[src/rtl/impq_pkg.sv]
`timescale 1ns / 1ps
`default_nettype none

package impq_pkg;

  // Sizes of the heap storage.
  localparam int CAPACITY = 256;
  localparam int SLOT_W   = $clog2(CAPACITY);
  localparam int CNT_W    = $clog2(CAPACITY + 1);
  localparam int DIST_W   = 31;
  localparam int VTX_W    = 16;
  localparam int REQ_DW   = 32;

  // Operation codes.
  typedef enum logic [1:0] {
    FN_INSERT   = 2'd0,
    FN_DECREASE = 2'd1,
    FN_EXTRACT  = 2'd2,
    FN_CONTAINS = 2'd3
  } op_t;

  // Status codes.
  typedef enum logic [2:0] {
    ST_OK     = 3'd0,
    ST_RANGE  = 3'd1,
    ST_NEG    = 3'd2,
    ST_FULL   = 3'd3,
    ST_ABSENT = 3'd4,
    ST_EMPTY  = 3'd5
  } st_t;

  // Request and response payloads.
  typedef struct packed {
    logic [1:0]               func;
    logic [VTX_W-1:0]         vertex;
    logic signed [REQ_DW-1:0] dist_req;
  } req_t;

  typedef struct packed {
    logic [2:0]       status;
    logic [VTX_W-1:0] min_vertex;
    logic             found;
    logic             heap_empty;
  } rsp_t;

  // One heap entry as held in memory.
  typedef struct packed {
    logic [SLOT_W-1:0] vtx;
    logic [DIST_W-1:0] key;
  } ent_t;

  // Controller states.
  typedef enum logic [3:0] {
    S_IDLE,
    S_DK_POS,
    S_DK_ENT,
    S_EX_ROOT,
    S_EX_LAST,
    S_UP_RD,
    S_UP_CMP,
    S_DN_RDL,
    S_DN_RDR,
    S_DN_CMP,
    S_FIN
  } state_t;

  // Commands from controller to datapath.
  typedef struct packed {
    logic accept;
    logic dk_pos;
    logic dk_ent;
    logic ex_root;
    logic ex_last;
    logic up_rd;
    logic up_cmp;
    logic dn_rdl;
    logic dn_rdr;
    logic dn_cmp;
    logic fin;
  } cmd_t;

  // Status from datapath to controller.
  typedef struct packed {
    logic [1:0] func;
    logic       quick;
    logic       slot_zero;
    logic       parent_gt;
    logic       left_in;
    logic       move;
  } sts_t;

endpackage

`default_nettype wire

[src/rtl/impq_ctrl.sv]
`timescale 1ns / 1ps
`default_nettype none

module impq_ctrl import impq_pkg::*; (
  input  wire logic clk,
  input  wire logic rst,
  input  wire logic start,
  input  wire sts_t sts,
  output logic      busy,
  output cmd_t      cmd
);

  state_t state;
  state_t state_next;

  // State register.
  always_ff @(posedge clk) begin
    if (rst) begin
      state <= S_IDLE;
    end else begin
      state <= state_next;
    end
  end

  // Next state.
  always_comb begin
    state_next = state;
    case (state)
      S_IDLE: begin
        if (start && !sts.quick) begin
          case (sts.func)
            FN_INSERT:   state_next = S_UP_RD;
            FN_DECREASE: state_next = S_DK_POS;
            FN_EXTRACT:  state_next = S_EX_ROOT;
            default:     state_next = S_IDLE;
          endcase
        end
      end
      S_DK_POS:  state_next = S_DK_ENT;
      S_DK_ENT:  state_next = S_UP_RD;
      S_EX_ROOT: state_next = S_EX_LAST;
      S_EX_LAST: state_next = S_DN_RDL;
      S_UP_RD:   state_next = sts.slot_zero ? S_FIN : S_UP_CMP;
      S_UP_CMP:  state_next = sts.parent_gt ? S_UP_RD : S_FIN;
      S_DN_RDL:  state_next = sts.left_in ? S_DN_RDR : S_FIN;
      S_DN_RDR:  state_next = S_DN_CMP;
      S_DN_CMP:  state_next = sts.move ? S_DN_RDL : S_FIN;
      S_FIN:     state_next = S_IDLE;
      default:   state_next = S_IDLE;
    endcase
  end

  // Outputs.
  always_comb begin
    cmd = '0;
    busy = (state != S_IDLE);
    case (state)
      S_IDLE:    cmd.accept  = start;
      S_DK_POS:  cmd.dk_pos  = 1'b1;
      S_DK_ENT:  cmd.dk_ent  = 1'b1;
      S_EX_ROOT: cmd.ex_root = 1'b1;
      S_EX_LAST: cmd.ex_last = 1'b1;
      S_UP_RD:   cmd.up_rd   = 1'b1;
      S_UP_CMP:  cmd.up_cmp  = 1'b1;
      S_DN_RDL:  cmd.dn_rdl  = 1'b1;
      S_DN_RDR:  cmd.dn_rdr  = 1'b1;
      S_DN_CMP:  cmd.dn_cmp  = 1'b1;
      S_FIN:     cmd.fin     = 1'b1;
      default:   cmd = '0;
    endcase
  end

endmodule

`default_nettype wire

[config.mk]
export PLATFORM = sky130hd
export DESIGN_NAME = impq_ctrl
export DESIGN_NICKNAME = d
export VERILOG_FILES = /design/src/rtl/impq_pkg.sv /design/src/rtl/impq_ctrl.sv
export SDC_FILE = /design/constraint.sdc
export NUM_CORES = 1
export LEC_CHECK = 0
export BUFFER_PORTS_ARGS = -buffer_cell sky130_fd_sc_hd__buf_4
export CAP_MARGIN = 10
export CORE_AREA = 2 2 39 41
export CTS_BUF_LIST = sky130_fd_sc_hd__clkbuf_8
export DETAILED_ROUTE_END_ITERATION = 16
export DIE_AREA = 0 0 41 43
export SYNTH_ARGS = -nofsm -noshare
export SYNTH_HDL_FRONTEND = slang
export SYNTH_SLANG_ARGS = --single-unit
[constraint.sdc]
create_clock -name clk -period 1.1 [get_ports clk]
set_input_delay 0.165 -clock clk [delete_from_list [all_inputs] [get_ports clk]]
set_output_delay 0.165 -clock clk [all_outputs]
set_load 0.05 [all_outputs]
### Word level (Yosys, flattened, before mapping)

Cells that the tools add are included.

| word-level totals | value |
|---|---|
| register bits after elaboration | 4 |

| operators by class | value |
|---|---|
| reductions and logical operators | 5 |
| eq/ne operators | 13 |
| multiplexer cells | 18 |

Operators by type and width:

| cell | number |
|---|---|
| 4-bit case mux with 10 select lines | 1 |
| 4-bit by 3-bit equality test with 1-bit output (second input constant) | 4 |
| 4-bit two-way mux | 4 |
| 4-bit equality test (second input constant) | 3 |
| 1-bit two-way mux | 11 |
| 3-bit case mux with 3 select lines | 1 |
| 4-bit by 2-bit equality test with 1-bit output (second input constant) | 2 |
| 4-bit by 1-bit equality test with 1-bit output (second input constant) | 1 |
| 4-bit logical NOT | 1 |
| 4-bit nonzero test | 1 |
| 2-bit by 1-bit equality test with 1-bit output (second input constant) | 1 |
| 2-bit equality test (second input constant) | 1 |
| 2-bit logical NOT | 1 |
| 2-bit two-way mux | 1 |
| 2-bit inequality test (second input constant) | 1 |
| 1-bit logical AND | 1 |
| 1-bit logical NOT | 1 |

### Longest topological paths before layout

| depth | value |
|---|---|
| word-level depth | 4 |
| depth in mapped cells | 4 |

### Least setup slack after synthesis

No wires, ideal clock.

| timing | value |
|---|---|
| path kind | register -> output |
| from | reg state[1] |
| to | out cmd[0] in the netlist's numbering |
| buffers on the path | 1 |
| data arrival time | 1.818 ns |
| required time | 0.935 ns |
| path slack | -0.883 ns |
| stages on the path, launching flop included | 4 |
| cells stage by stage | dfxtp_1 -> buf_2 -> nand2b_1 -> nor3b_1 |

RTL lines:

| item | line | source |
|---|---|---|
| start: declaration | impq_ctrl.sv:13 | `state_t state;` |
| start signal: assignment | impq_ctrl.sv:21 | `state <= state_next;` |
| end: declaration | impq_ctrl.sv:10 | `output cmd_t cmd` |

==> flow_summary.toml <==
[status]
status = "complete, but fails checks"
violations = "setup timing"

[cts]
path_clk_slew_ns = 0.03
cts_buffers = 3
hold_buffers = 0
clock_path_buffers = 2
cts_tree = "built"
cts_max_level = 1
cts-root-buf = "clkbuf_8"
clkSinkCount = 4
clk_latency_ns = 0.22

[layout]
fillers = 105
antenna_cells = 0
post-route-util_pct = 75.3
layout-drive-gt1-share_pct = 74.0
final_nets = 112
layout_commonest_cell = "buf_4"
largestRegisters = "state: 4 flops"
final_cell_mix = "buf_4 (24), buf_6 (16), buf_8 (7)"
largest_reg_flops = 4
top_register = "state"
areaGrowthSynthToFinish_pct = 158

[worst_setup_path]
crit_type = "reg -> out"
critPathLaunchType = "flop"
critPathSlowestCell = "nor4_4"
worst_setup_path_end_kind = "output pin"
arrival_ns = 1.38
slowest_delay_ns = 0.38
r2r_slack_ns = -0.31
worst_ep_required_time_ns = 0.94
worst-path-buf-inv = 2
path_max_fanout = 3
critPathTopFamily = "simple AND/OR/NAND/NOR gates"
path_cells = "buf_6 > nor4_4 > and2_4 > buf_8"

[place]
gp_congestion = 0.819
pre_cts_slack_ns = -0.284
dp_hpwl_um = 996
io_buffer_count = 21

[die]
die_h_um = 43
io_pins = 22
fp.dieW_um = 41
design.core.area_um2 = 1380
die_area_um2 = 1760
initial_core_util_pct = 29.2
num_rows = 14

[sta]
min_period_over_period_pct = 141
slew_violations = 0
setup_viol = 16
hold_ws_ns = 0.249
fin_skew_ns = 0.00109
layout_min_cycle_time_ns = 1.55
rsz0062_at_grt = "yes"
fmax_mhz = 645
final.setup.worst_slack_ns = -0.450
hold_viol = 0
worst_slew_margin_rel_pct = 76.0
worstMarginPinSlew_ns = 0.358

[run]
drv_cap = 0

[power_and_ir_drop]
power_frac_clock_pct = 18.0
switching_share_pct = 41.9
total_leakage_power_nw = 0.436
power_density_nw_per_um2 = 1700
seqPwrFrac_pct = 12.1
peakVddDrop_mv = 1.69
comb_power_share_pct = 70.0
p_int_mw = 1.03
power_switching_uw = 742
p_total_mw = 1.77

[synthesis]
synth_area_leaders = "dfxtp_1 (20%), nand2b_1 (7.7%), nor3b_1 (5.6%), nor4_4 (5.3%), nor3_1 (5.0%)"
yosysSeqAreaShare_pct = 19.8
avgSynthCellArea_um2 = 7.48
yosysUniqueCellTypes = 26
yosys.area.top_type = "dfxtp_1"
synth_top_area_share_pct = 19.8
ys_warn_count = 0
synth_seq_cells = 4
syn-cell-area_um2 = 404
syn_nets = 64
syn_inst = 54

[global_routing]
grt_start_max_net_pins = 9
overflow = 0
grt_pass1_wl_um = 2130
antenna_found_initial = 0
grt_pass1_vias = 497
grt_usage_pct = 18.0

[route]
detail_route.wl_per_cell_um = 13.1
ant_nets = 0
wirelength_um = 1520
drt_iter0_drc = 10
vias = 607
firstDrtPassIters = 4
drc_errors = 0
vias_per_cell = 5.23

[min_path]
hp-class = "in -> reg"
-- area by class of cell --
class	instances	area (µm²)	area share, %
clock buffer	3	41.3	3.96
inverter	3	17.5	1.68
multi-input combinational	43	405	38.9
sequential	4	92.6	8.88
tap	16	20.0	1.92
timing repair buffer	47	465	44.7
-- per-layer routing --
| layer | vias to the layer above | share of wire, % | GRT usage (%) |
|---|---|---|---|
| met3 | 4 | 7.2 | 6.81 |
| met1 | 285 | 38 | 21.3 |
| li1 | 287 | - | - |
| met4 | 0 | 2.4 | 8.67 |
| met5 | - | 0 | 0 |
| met2 | 31 | 52 | 27.2 |
-- cell families (layout without fill, tap and decap cells) --
logic type	after synthesis	count (layout)	share of synthesized area, %
AOI/OAI and AO/OA	11	11	18.6
buffers and inverters	7	53	9.29
DFF	4	4	19.8
muxes	1	1	2.48
and+or+nand+nor	31	31	49.8
-- cells in the mapped netlist --
| master | count |
|---|---|
| nand2b_1 | 5 |
| dfxtp_1 | 4 |
| nor2_1 | 4 |
| nor3_1 | 4 |
| and2_1 | 3 |
| buf_2 | 3 |
| inv_1 | 3 |
| nor2b_1 | 3 |
| nor3b_1 | 3 |
| a21oi_1 | 2 |
| a31oi_1 | 2 |
| a32oi_1 | 2 |
| nand2_1 | 2 |
| o21ai_0 | 2 |
| a21o_1 | 1 |
| a221o_1 | 1 |
| and3b_1 | 1 |
| buf_6 | 1 |
| mux2i_1 | 1 |
| nand3b_1 | 1 |
| nor4_4 | 1 |
| o21bai_1 | 1 |
| or2_1 | 1 |
| or2_4 | 1 |
| or3_1 | 1 |
| or3b_1 | 1 |
-- through the flow --
step,cell area [µm²],cells,setup TNS (ns)
floorplan,539,54,-1.89
global placement,815,105,-2.65
detailed placement,815,105,-2.92
CTS,1020,114,-4.64
global route,1040,116,-5.54
finish,1040,116,-4.81
-- power by group through the flow --
stage	logic [mW]	clock network (mW)	registers (mW)
floorplan	0.656	0	0.209
global placement	0.946	0	0.220
detailed placement	0.951	0	0.220
CTS	1.19	0.307	0.211
global route	1.30	0.339	0.218
finish	1.24	0.318	0.213
-- timing repair --
| action | in CTS | in global routing |
|---|---|---|
| setup endpoints to repair | 16 | 16 |
| resized for setup | 37 | 2 |
| pin swaps | 7 | 3 |
| hold endpoints to repair | 0 | 0 |
| buffers inserted | 6 | 3 |
-- worst register-to-register path, cell delays in order (launching register included) --
cell     delay [ns]
dfxtp_2        0.31
buf_6          0.12
nor4_4         0.38
inv_4          0.05
or3_1          0.31
a31oi_1        0.16
-- path summary, 6_finish.rpt --
check,startpoint,to,cells after the start
setup / recovery,state[0],cmd[10],4
hold / removal,sts[5],state[2],3
setup reg to reg,state[0],state[2],5
hold reg to reg,state[1],state[1],2
Power figures use the tool's default switching activity.
